File: config.mk
export PLATFORM = sky130hd
export DESIGN_NAME = tlv_frame_builder_crc16
export DESIGN_NICKNAME = d
export VERILOG_FILES = /design/src/rtl/tfb_pkg.sv /design/src/rtl/tfb_cfg.sv /design/src/rtl/tfb_ctrl.sv /design/src/rtl/tfb_ser.sv /design/src/rtl/tlv_frame_builder_crc16.sv
export SDC_FILE = /design/constraint.sdc
export NUM_CORES = 1
export LEC_CHECK = 0
export BUFFER_PORTS_ARGS = -buffer_cell sky130_fd_sc_hd__buf_4
export CORE_MARGIN = 8
export CORE_UTILIZATION = 44
export DETAILED_ROUTE_END_ITERATION = 8
export PLACE_DENSITY = 0.63
export SLEW_MARGIN = 0
export SYNTH_ARGS = -nofsm -noshare
export SYNTH_HDL_FRONTEND = slang
export SYNTH_SLANG_ARGS = --single-unit
File: constraint.sdc
create_clock -name i_clk -period 10.3 [get_ports i_clk]
set_input_delay 0.515 -clock i_clk [delete_from_list [all_inputs] [get_ports i_clk]]
set_output_delay 0.515 -clock i_clk [all_outputs]
set_load 0.1 [all_outputs]
File: src/rtl/tfb_pkg.sv
// tfb_pkg: shared types, constants and the crc-16 byte update for the frame builder
// used by every module of tlv_frame_builder_crc16; depends on nothing
package tfb_pkg;

    // frame layout
    localparam int HDR_BYTES         = 2 + 1 + 1 + 1 + 2 + 4 + 4;
    localparam int ACK_PAYLOAD_BYTES = 9;
    localparam int CRC_BYTES         = 2;
    localparam int MAX_RESULTS       = HDR_BYTES + ACK_PAYLOAD_BYTES + CRC_BYTES;
    localparam int IDX_W             = $clog2(MAX_RESULTS);

    localparam logic [15:0] CRC_INIT = 16'hFFFF;
    localparam logic [15:0] CRC_POLY = 16'h1021;

    // request actions
    localparam logic [1:0] ACT_HEADER = 2'd0;
    localparam logic [1:0] ACT_DATA   = 2'd1;
    localparam logic [1:0] ACT_ACK    = 2'd2;

    // register indexes
    localparam logic [1:0] REG_SYNC_FIRST  = 2'd0;
    localparam logic [1:0] REG_SYNC_SECOND = 2'd1;
    localparam logic [1:0] REG_ACK_VERSION = 2'd2;
    localparam logic [1:0] REG_ACK_COMMAND = 2'd3;

    localparam int PADDR_W = 4;

    typedef logic [IDX_W-1:0] t_idx;

    typedef enum logic [1:0] {
        KIND_HDR,
        KIND_DATA,
        KIND_ACK
    } t_kind;

    typedef struct packed {
        logic [1:0]         action;
        logic [7:0]         version;
        logic [7:0]         command;
        logic [7:0]         flag_bits;
        logic [15:0]        payload_length;
        logic [31:0]        sequence_req;
        logic [31:0]        time_ms;
        logic [7:0]         data_byte;
        logic [7:0]         acked_command;
        logic [31:0]        acked_sequence;
        logic signed [15:0] ack_status;
    } t_in_req;

    typedef struct packed {
        logic [7:0] out_byte;
        logic       frame_end;
    } t_out_req;

    typedef struct packed {
        logic [7:0] sync_first;
        logic [7:0] sync_second;
        logic [7:0] ack_version;
        logic [7:0] ack_command;
    } t_cfg;

    // one unit of work for the serializer
    typedef struct packed {
        t_kind       kind;
        logic [7:0]  version;
        logic [7:0]  command;
        logic [7:0]  flag_bits;
        logic [15:0] length;
        logic [31:0] seq;
        logic [31:0] tms;
        logic [7:0]  data_byte;
        logic [7:0]  acked_command;
        logic [31:0] acked_sequence;
        logic [15:0] ack_status;
        t_idx        last;
        logic        has_crc;
    } t_job;

    // crc-16/ccitt-false update with one byte, msb first
    function automatic logic [15:0] crc16_byte(input logic [15:0] crc, input logic [7:0] b);
        logic [15:0] c;
        c = crc ^ {b, 8'h00};
        for (int k = 0; k < 8; k++) begin
            if (c[15]) begin
                c = {c[14:0], 1'b0} ^ CRC_POLY;
            end else begin
                c = {c[14:0], 1'b0};
            end
        end
        return c;
    endfunction

endpackage

File: src/rtl/tfb_cfg.sv
// tfb_cfg: apb register file holding sync bytes and ack version/command
// depends on tfb_pkg
module tfb_cfg (
    input  logic                        i_clk,
    input  logic                        i_rst_n,
    input  logic                        psel,
    input  logic                        penable,
    input  logic                        pwrite,
    input  logic [tfb_pkg::PADDR_W-1:0] paddr,
    input  logic [31:0]                 pwdata,
    output logic [31:0]                 prdata,
    output logic                        pready,
    output tfb_pkg::t_cfg               o_cfg
);
    import tfb_pkg::*;

    t_cfg       r_cfg;
    logic       wr_en;
    logic [1:0] reg_idx;

    assign pready  = 1'b1;
    assign wr_en   = psel && penable && pwrite;
    assign reg_idx = paddr[PADDR_W-1:2];

    // register writes
    always_ff @(posedge i_clk) begin
        if (!i_rst_n) begin
            r_cfg.sync_first  <= 8'hAA;
            r_cfg.sync_second <= 8'h55;
            r_cfg.ack_version <= 8'h01;
            r_cfg.ack_command <= 8'h80;
        end else if (wr_en) begin
            unique case (reg_idx)
                REG_SYNC_FIRST:  r_cfg.sync_first  <= pwdata[7:0];
                REG_SYNC_SECOND: r_cfg.sync_second <= pwdata[7:0];
                REG_ACK_VERSION: r_cfg.ack_version <= pwdata[7:0];
                REG_ACK_COMMAND: r_cfg.ack_command <= pwdata[7:0];
                default:         r_cfg.sync_first  <= r_cfg.sync_first;
            endcase
        end
    end

    // read mux
    always_comb begin
        unique case (reg_idx)
            REG_SYNC_FIRST:  prdata = {24'd0, r_cfg.sync_first};
            REG_SYNC_SECOND: prdata = {24'd0, r_cfg.sync_second};
            REG_ACK_VERSION: prdata = {24'd0, r_cfg.ack_version};
            REG_ACK_COMMAND: prdata = {24'd0, r_cfg.ack_command};
            default:         prdata = 32'd0;
        endcase
    end

    assign o_cfg = r_cfg;

endmodule

File: src/rtl/tfb_ctrl.sv
// tfb_ctrl: request acceptance, open-frame tracking and job building
// depends on tfb_pkg
module tfb_ctrl (
    input  logic             i_clk,
    input  logic             i_rst_n,
    input  logic             i_in_valid,
    output logic             o_in_stall,
    input  tfb_pkg::t_in_req i_in_req,
    input  tfb_pkg::t_cfg    i_cfg,
    input  logic             i_ser_ready,
    output logic             o_job_valid,
    output tfb_pkg::t_job    o_job
);
    import tfb_pkg::*;

    logic        r_frame_open;
    logic [15:0] r_bytes_left;
    logic        n_frame_open;
    logic [15:0] n_bytes_left;
    logic        accept;
    logic        has_out;
    t_job        job;

    assign accept     = i_in_valid && i_ser_ready;
    assign o_in_stall = !i_ser_ready;

    // decode the request into a job and the next frame state
    always_comb begin
        job                = '0;
        job.kind           = KIND_HDR;
        job.version        = i_in_req.version;
        job.command        = i_in_req.command;
        job.flag_bits      = i_in_req.flag_bits;
        job.length         = i_in_req.payload_length;
        job.seq            = i_in_req.sequence_req;
        job.tms            = i_in_req.time_ms;
        job.data_byte      = i_in_req.data_byte;
        job.acked_command  = i_in_req.acked_command;
        job.acked_sequence = i_in_req.acked_sequence;
        job.ack_status     = i_in_req.ack_status;
        n_frame_open       = r_frame_open;
        n_bytes_left       = r_bytes_left;
        has_out            = 1'b0;
        unique case (i_in_req.action)
            ACT_HEADER: begin
                has_out      = 1'b1;
                n_bytes_left = i_in_req.payload_length;
                n_frame_open = (i_in_req.payload_length != 16'd0);
                if (i_in_req.payload_length == 16'd0) begin
                    job.last    = t_idx'(HDR_BYTES + CRC_BYTES - 1);
                    job.has_crc = 1'b1;
                end else begin
                    job.last    = t_idx'(HDR_BYTES - 1);
                    job.has_crc = 1'b0;
                end
            end
            ACT_DATA: begin
                job.kind = KIND_DATA;
                if (r_frame_open) begin
                    has_out      = 1'b1;
                    n_bytes_left = r_bytes_left - 16'd1;
                    if (r_bytes_left == 16'd1) begin
                        n_frame_open = 1'b0;
                        job.last     = t_idx'(CRC_BYTES);
                        job.has_crc  = 1'b1;
                    end else begin
                        job.last    = '0;
                        job.has_crc = 1'b0;
                    end
                end
            end
            ACT_ACK: begin
                has_out       = 1'b1;
                job.kind      = KIND_ACK;
                job.version   = i_cfg.ack_version;
                job.command   = i_cfg.ack_command;
                job.flag_bits = 8'd0;
                job.length    = 16'(ACK_PAYLOAD_BYTES);
                job.last      = t_idx'(MAX_RESULTS - 1);
                job.has_crc   = 1'b1;
                n_frame_open  = 1'b0;
                n_bytes_left  = 16'd0;
            end
            default: begin
                has_out = 1'b0;
            end
        endcase
    end

    // frame state
    always_ff @(posedge i_clk) begin
        if (!i_rst_n) begin
            r_frame_open <= 1'b0;
            r_bytes_left <= 16'd0;
        end else if (accept) begin
            r_frame_open <= n_frame_open;
            r_bytes_left <= n_bytes_left;
        end
    end

    assign o_job_valid = accept && has_out;
    assign o_job       = job;

    // an open frame always has bytes outstanding
    a_open_left: assert property (@(posedge i_clk) disable iff (!i_rst_n)
        r_frame_open == (r_bytes_left != 16'd0))
        else $error("frame open flag disagrees with byte count");

    // a dropped payload byte or an ignored action leaves the frame state alone
    a_drop_keeps: assert property (@(posedge i_clk) disable iff (!i_rst_n)
        (accept && !has_out) |=> ($stable(r_frame_open) && $stable(r_bytes_left)))
        else $error("dropped request changed frame state");

    // a job is only handed over when the serializer can take it
    a_job_ready: assert property (@(posedge i_clk) disable iff (!i_rst_n)
        o_job_valid |-> i_ser_ready)
        else $error("job issued while serializer busy");

endmodule

File: src/rtl/tfb_ser.sv
// tfb_ser: byte serializer with running crc and output register
// depends on tfb_pkg
module tfb_ser (
    input  logic              i_clk,
    input  logic              i_rst_n,
    input  tfb_pkg::t_cfg     i_cfg,
    input  logic              i_job_valid,
    input  tfb_pkg::t_job     i_job,
    output logic              o_ready,
    output logic              o_out_valid,
    input  logic              i_out_stall,
    output tfb_pkg::t_out_req o_out_req
);
    import tfb_pkg::*;

    t_job        r_job;
    logic        r_busy;
    t_idx        r_idx;
    logic [15:0] r_crc;
    logic        r_out_valid;
    t_out_req    r_out;

    logic        out_ready;
    logic        step;
    logic        at_last;
    logic        crc_lo;
    logic        crc_hi;
    t_idx        ack_ofs;
    logic [7:0]  fld_byte;
    logic [7:0]  cur_byte;
    logic [15:0] n_crc;

    assign out_ready = !r_out_valid || !i_out_stall;
    assign step      = r_busy && out_ready;
    assign at_last   = (r_idx == r_job.last);
    assign o_ready   = !r_busy || (step && at_last);
    assign crc_hi    = r_job.has_crc && at_last;
    assign crc_lo    = r_job.has_crc && (r_idx == r_job.last - t_idx'(1));
    assign ack_ofs   = r_idx - t_idx'(HDR_BYTES);

    // pick the frame byte at the current position
    always_comb begin
        fld_byte = 8'd0;
        if (r_job.kind == KIND_DATA) begin
            fld_byte = r_job.data_byte;
        end else begin
            unique case (r_idx)
                t_idx'(0):  fld_byte = i_cfg.sync_first;
                t_idx'(1):  fld_byte = i_cfg.sync_second;
                t_idx'(2):  fld_byte = r_job.version;
                t_idx'(3):  fld_byte = r_job.command;
                t_idx'(4):  fld_byte = r_job.flag_bits;
                t_idx'(5):  fld_byte = r_job.length[7:0];
                t_idx'(6):  fld_byte = r_job.length[15:8];
                t_idx'(7):  fld_byte = r_job.seq[7:0];
                t_idx'(8):  fld_byte = r_job.seq[15:8];
                t_idx'(9):  fld_byte = r_job.seq[23:16];
                t_idx'(10): fld_byte = r_job.seq[31:24];
                t_idx'(11): fld_byte = r_job.tms[7:0];
                t_idx'(12): fld_byte = r_job.tms[15:8];
                t_idx'(13): fld_byte = r_job.tms[23:16];
                t_idx'(14): fld_byte = r_job.tms[31:24];
                default: begin
                    // ack payload, zero fill after the status word
                    unique case (ack_ofs)
                        t_idx'(0): fld_byte = r_job.acked_command;
                        t_idx'(1): fld_byte = r_job.acked_sequence[7:0];
                        t_idx'(2): fld_byte = r_job.acked_sequence[15:8];
                        t_idx'(3): fld_byte = r_job.acked_sequence[23:16];
                        t_idx'(4): fld_byte = r_job.acked_sequence[31:24];
                        t_idx'(5): fld_byte = r_job.ack_status[7:0];
                        t_idx'(6): fld_byte = r_job.ack_status[15:8];
                        default:   fld_byte = 8'd0;
                    endcase
                end
            endcase
        end
    end

    // crc trailer overrides, and next running crc
    always_comb begin
        cur_byte = fld_byte;
        n_crc    = r_crc;
        priority if (crc_hi) begin
            cur_byte = r_crc[15:8];
            n_crc    = CRC_INIT;
        end else if (crc_lo) begin
            cur_byte = r_crc[7:0];
        end else if (r_job.kind != KIND_DATA && r_idx < t_idx'(2)) begin
            n_crc = CRC_INIT;
        end else begin
            n_crc = crc16_byte(r_crc, fld_byte);
        end
    end

    // job register and byte position
    always_ff @(posedge i_clk) begin
        if (!i_rst_n) begin
            r_busy <= 1'b0;
            r_idx  <= '0;
        end else if (i_job_valid) begin
            r_busy <= 1'b1;
            r_idx  <= '0;
        end else if (step && at_last) begin
            r_busy <= 1'b0;
        end else if (step) begin
            r_idx <= r_idx + t_idx'(1);
        end
    end

    always_ff @(posedge i_clk) begin
        if (i_job_valid) begin
            r_job <= i_job;
        end
    end

    // running crc
    always_ff @(posedge i_clk) begin
        if (!i_rst_n) begin
            r_crc <= CRC_INIT;
        end else if (step) begin
            r_crc <= n_crc;
        end
    end

    // output register
    always_ff @(posedge i_clk) begin
        if (!i_rst_n) begin
            r_out_valid <= 1'b0;
        end else if (step) begin
            r_out_valid <= 1'b1;
        end else if (!i_out_stall) begin
            r_out_valid <= 1'b0;
        end
    end

    always_ff @(posedge i_clk) begin
        if (step) begin
            r_out.out_byte  <= cur_byte;
            r_out.frame_end <= crc_hi;
        end
    end

    assign o_out_valid = r_out_valid;
    assign o_out_req   = r_out;

    // position never runs past the job's last byte
    a_idx_range: assert property (@(posedge i_clk) disable iff (!i_rst_n)
        r_busy |-> (r_idx <= r_job.last))
        else $error("byte position beyond end of job");

    // a new job only lands when the current one is done or finishing
    a_load_ok: assert property (@(posedge i_clk) disable iff (!i_rst_n)
        i_job_valid |-> (!r_busy || (step && at_last)))
        else $error("job overwritten while in progress");

    // header and ack jobs always start from a fresh crc after the sync bytes
    a_crc_init: assert property (@(posedge i_clk) disable iff (!i_rst_n)
        (step && r_job.kind != KIND_DATA && r_idx == t_idx'(1)) |=> (r_crc == CRC_INIT))
        else $error("crc not initialized after sync bytes");

    // ack jobs never end without a crc trailer
    a_crc_kind: assert property (@(posedge i_clk) disable iff (!i_rst_n)
        (r_busy && !r_job.has_crc) |-> (r_job.kind != KIND_ACK))
        else $error("ack job without crc trailer");

endmodule

File: src/rtl/tlv_frame_builder_crc16.sv
// tlv_frame_builder_crc16: a request goes to the serializer's job register and its bytes
// leave through the output register, one per cycle while the output is not stalled. a
// payload byte gives one byte, three when it closes the frame; a header fifteen (seventeen
// for zero length) and an ack frame twenty-six. the next request is taken with the last byte.
// synchronous active-low reset clears the frame state, crc to 0xffff and config to defaults
module tlv_frame_builder_crc16 (
    input  logic                        i_clk,
    input  logic                        i_rst_n,
    input  logic                        i_in_valid,
    output logic                        o_in_stall,
    input  tfb_pkg::t_in_req            i_in_req,
    output logic                        o_out_valid,
    input  logic                        i_out_stall,
    output tfb_pkg::t_out_req           o_out_req,
    input  logic                        psel,
    input  logic                        penable,
    input  logic                        pwrite,
    input  logic [tfb_pkg::PADDR_W-1:0] paddr,
    input  logic [31:0]                 pwdata,
    output logic [31:0]                 prdata,
    output logic                        pready
);
    import tfb_pkg::*;

    t_cfg cfg;
    logic ser_ready;
    logic job_valid;
    t_job job;

    // configuration registers
    tfb_cfg u_cfg (
        .i_clk   (i_clk),
        .i_rst_n (i_rst_n),
        .psel    (psel),
        .penable (penable),
        .pwrite  (pwrite),
        .paddr   (paddr),
        .pwdata  (pwdata),
        .prdata  (prdata),
        .pready  (pready),
        .o_cfg   (cfg)
    );

    // request decode and frame tracking
    tfb_ctrl u_ctrl (
        .i_clk       (i_clk),
        .i_rst_n     (i_rst_n),
        .i_in_valid  (i_in_valid),
        .o_in_stall  (o_in_stall),
        .i_in_req    (i_in_req),
        .i_cfg       (cfg),
        .i_ser_ready (ser_ready),
        .o_job_valid (job_valid),
        .o_job       (job)
    );

    // byte serializer
    tfb_ser u_ser (
        .i_clk       (i_clk),
        .i_rst_n     (i_rst_n),
        .i_cfg       (cfg),
        .i_job_valid (job_valid),
        .i_job       (job),
        .o_ready     (ser_ready),
        .o_out_valid (o_out_valid),
        .i_out_stall (i_out_stall),
        .o_out_req   (o_out_req)
    );

endmodule

==> results by group <==
Clocking
  • H-tree levels: 1
  • CTS Hold Buffers Added: 0
  • Post-CTS setup buffers: 0
  • Post-CTS sizing: 0
  • Root Buffer: clkbuf_16
  • Clk_lat worst skew: 570 ps
  • Cts bufs inserted: 28
  • CTS tree: built
  • Clk sinks: 256
  • CTS clk-pin slew, worst paths: 60 ps
  • Clock Path Buffers: 3

Die
  • Num rows: 61
  • I/O pin count: 257
  • Die area: 0.0340 mm2
  • Initial core utilization: 44.8%
  • Core area: 0.0279 mm2
  • Vert. Die Dim: 184 um
  • Die extent in x: 184 um

Logic synthesis
  • Synth Cell Area: 0.0125 mm2
  • Largest family of logic cells by synthesized area: compound AO/OA/AOI/OAI gates
  • Ys async rst share: 0%
  • Mux contribution to synthesized area: 8.51%
  • Sequential share of the synthesized area: 55.8%
  • Synth Area in Compound Gates: 13.6%
  • Top post-synthesis cells by area: edfxtp_1, dfxtp_1, mux2i_1
  • Yosys top cell by area: edfxtp_1
  • Most common cell in the synthesized netlist: edfxtp_1
  • Synth cell count leaders: edfxtp_1, nor2_1, dfxtp_1
  • Syn_area_per_cell: 11.9 um2
  • Synth Area in Adders: 1.20%
  • Synth Instances: 1051
  • Post-Synth XOR/XNOR Area: 2.83%
  • Post-Synth Simple-Gate Area: 12.6%
  • Post-synth EDFFs: 184
  • FF+latch count, synth: 256
  • Cell variety after synth: 91
  • Synth warn: 0
  • Synth top area share: 44.3%
  • Primary FF master, synth: edfxtp_1

Critical path
  • CP endpoint kind: flip-flop
  • Reg2Reg Setup Slack: 5960 ps
  • Crit-path cells: ha_1 -> buf_4 -> and3_1 -> mux2_2 -> nand2b_1 -> a21oi_2 -> o21ai_1 -> a31oi_2 -> xnor2_2 -> xnor3_1 -> a21oi_1
  • CP max FO: 14
  • CP arrival: 4820 ps
  • Crit path max-delay family: compound AO/OA/AOI/OAI gates
  • Bufs and invs on worst path: 1
  • Crit Path Category: reg2reg
  • Worst setup SP type: flip-flop
  • Slowest CP cell: dfxtp_1
  • Slowest cell delay on critical path: 630 ps
  • Worst Path Required: 10780 ps

Power and ir drop
  • Total net switching power: 653 uW
  • Clock share of power: 39.4%
  • Net Sw Frac: 26.2%
  • Power Internal: 1840 uW
  • Power density over cell area: 165 mW/mm2
  • Sequential power share: 47.3%
  • Cell leakage power: 0.00580 uW
  • Combinational Power Share: 13.3%
  • Max IR drop VDD: 0.111 mV
  • Pwr Total: 2490 uW

Global route
  • Number of global-route vias before repair: 9114
  • First-pass GRT wire length: 53600 um
  • Initial antenna violation count: 0
  • Gr busiest metal: met2
  • GR Util met2: 33.3%
  • Met1 global-route usage: 28.0%
  • Met3 usage: 3.17%
  • GRT overflow: 0
  • Pin count of the biggest net entering global routing: 103
  • Tot GR Track Use: 20.4%

Place
  • Number of port buffers: 205
  • HPWL after DPL: 26000 um
  • Inst Count DP: 1585
  • Final Wtd Congestion: 0.878

Detailed routing
  • DRT iter0 DRCs: 982
  • Via density: 5.72
  • Routed len/inst: 22.0 um
  • Final ANT Viol Nets: 0
  • Routed wire length: 36000 um
  • Initial DRT Pass Iterations: 8
  • Drc violations: 0
  • Via count: 9354

Timing
  • Final Hold Viols: 0
  • Post-route minimum period: 4340 ps
  • Max_slew headroom: 16.3%
  • Crit share post-route: 42.2%
  • Fmax: 230 MHz
  • Setup-failing EPs final: 0
  • Slew at the pin closest to its max-slew limit: 1240 ps
  • Setup TNS: 0 ps
  • Slew Viols, Final: 0
  • RSZ-0062 raised after global routing: no
  • Final Skew: 29.1 ps
  • Hold slack: 125 ps

Cells and area
  • ANT cells: 0
  • Final std cells w/o fill: 1636
  • Layout cell share with drive strength beyond 1: 26.1%
  • Area growth syn-to-layout: 20.8%
  • Fin nets: 1462

Run
  • Max cap viols: 0

Min path
  • Worst Hold Class: in2reg

Status
  • Run status: finished, final reports clean
[layout make-up]
class / count / area [um2]
Clock inverter: 17 / 173
Tap cell: 378 / 473
Inverter: 41 / 159
Clock buffer: 34 / 733
Timing Repair Buffer: 218 / 1640
Fill cell: 2456 / 12800
Sequential cell: 256 / 6970
Multi-Input combinational cell: 692 / 4930
[power groups by stage]
stage	registers [uW]	logic (uW)	clock network, uW
floorplan	1210	209	0
global placement	1200	329	0
detailed placement	1200	331	0
CTS	1180	332	997
global route	1180	354	1040
finish	1180	332	981
[metrics by stage]
step                      setup WS, ps  instance area (um2)  util (%)
final                             5960                15100      54.1
after floorplan                   3760                12600         -
after detailed placement          6020                14200      50.9
after global routing              5700                15100      54.1
after global placement            6110                14200      50.9
after CTS                         5990                15100      54.1
[cells in the final DEF, fill, tap and decap left out, drive strengths merged, types with 15 or more instances in the layout]
cell      n
a21oi    31
a221oi   15
a22oi    26
buf     218
clkbuf   34
conb     25
dfxtp    72
edfxtp  184
inv      43
mux2     31
mux2i    48
nand2    52
nor2    103
nor2b    17
nor3     26
o21ai    49
o22ai    17
[state kept, by name, summed over array words and instances, names as in the netlist]
name and count:
u_ctrl.r_bytes_left 16, u_ser.o_out_req 9, u_ser.r_busy 1, u_ctrl.r_frame_open 1, u_cfg.o_cfg 32, u_ser.r_crc 16
u_ser.r_job 175, u_ser.r_idx 5, u_ser.o_out_valid 1
[worst paths after layout]
| kind | from | to | depth (start not counted) |
|---|---|---|---|
| setup / recovery | u_ser.r_idx[1] | u_ser.r_crc[8] | 11 |
| hold / removal | i_in_req[89] | u_ser.r_job[95] | 1 |
| setup reg to reg | u_ser.r_idx[1] | u_ser.r_crc[8] | 11 |
| hold reg to reg | u_ctrl.r_bytes_left[12] | u_ctrl.r_bytes_left[12] | 2 |
[per-layer routing]
metal  vias to the layer above  part of all wire, %
met5                         -                    0
met4                         0                  2.1
met3                        59                  7.0
met2                       428                   48
met1                      4539                   42
li1                       4328                    -
[cells by family (layout without fill, tap and decap cells)]
logic type,Yosys count,in the layout
xor gates and xnor gates,29,29
adders and majority gates,12,12
and+or+nand+nor,302,302
muxes,89,89
buffers and inverters,126,310
other,2,25
DFF,256,256
AOI/OAI and AO/OA,235,235
Power figures use the tool's default switching activity.
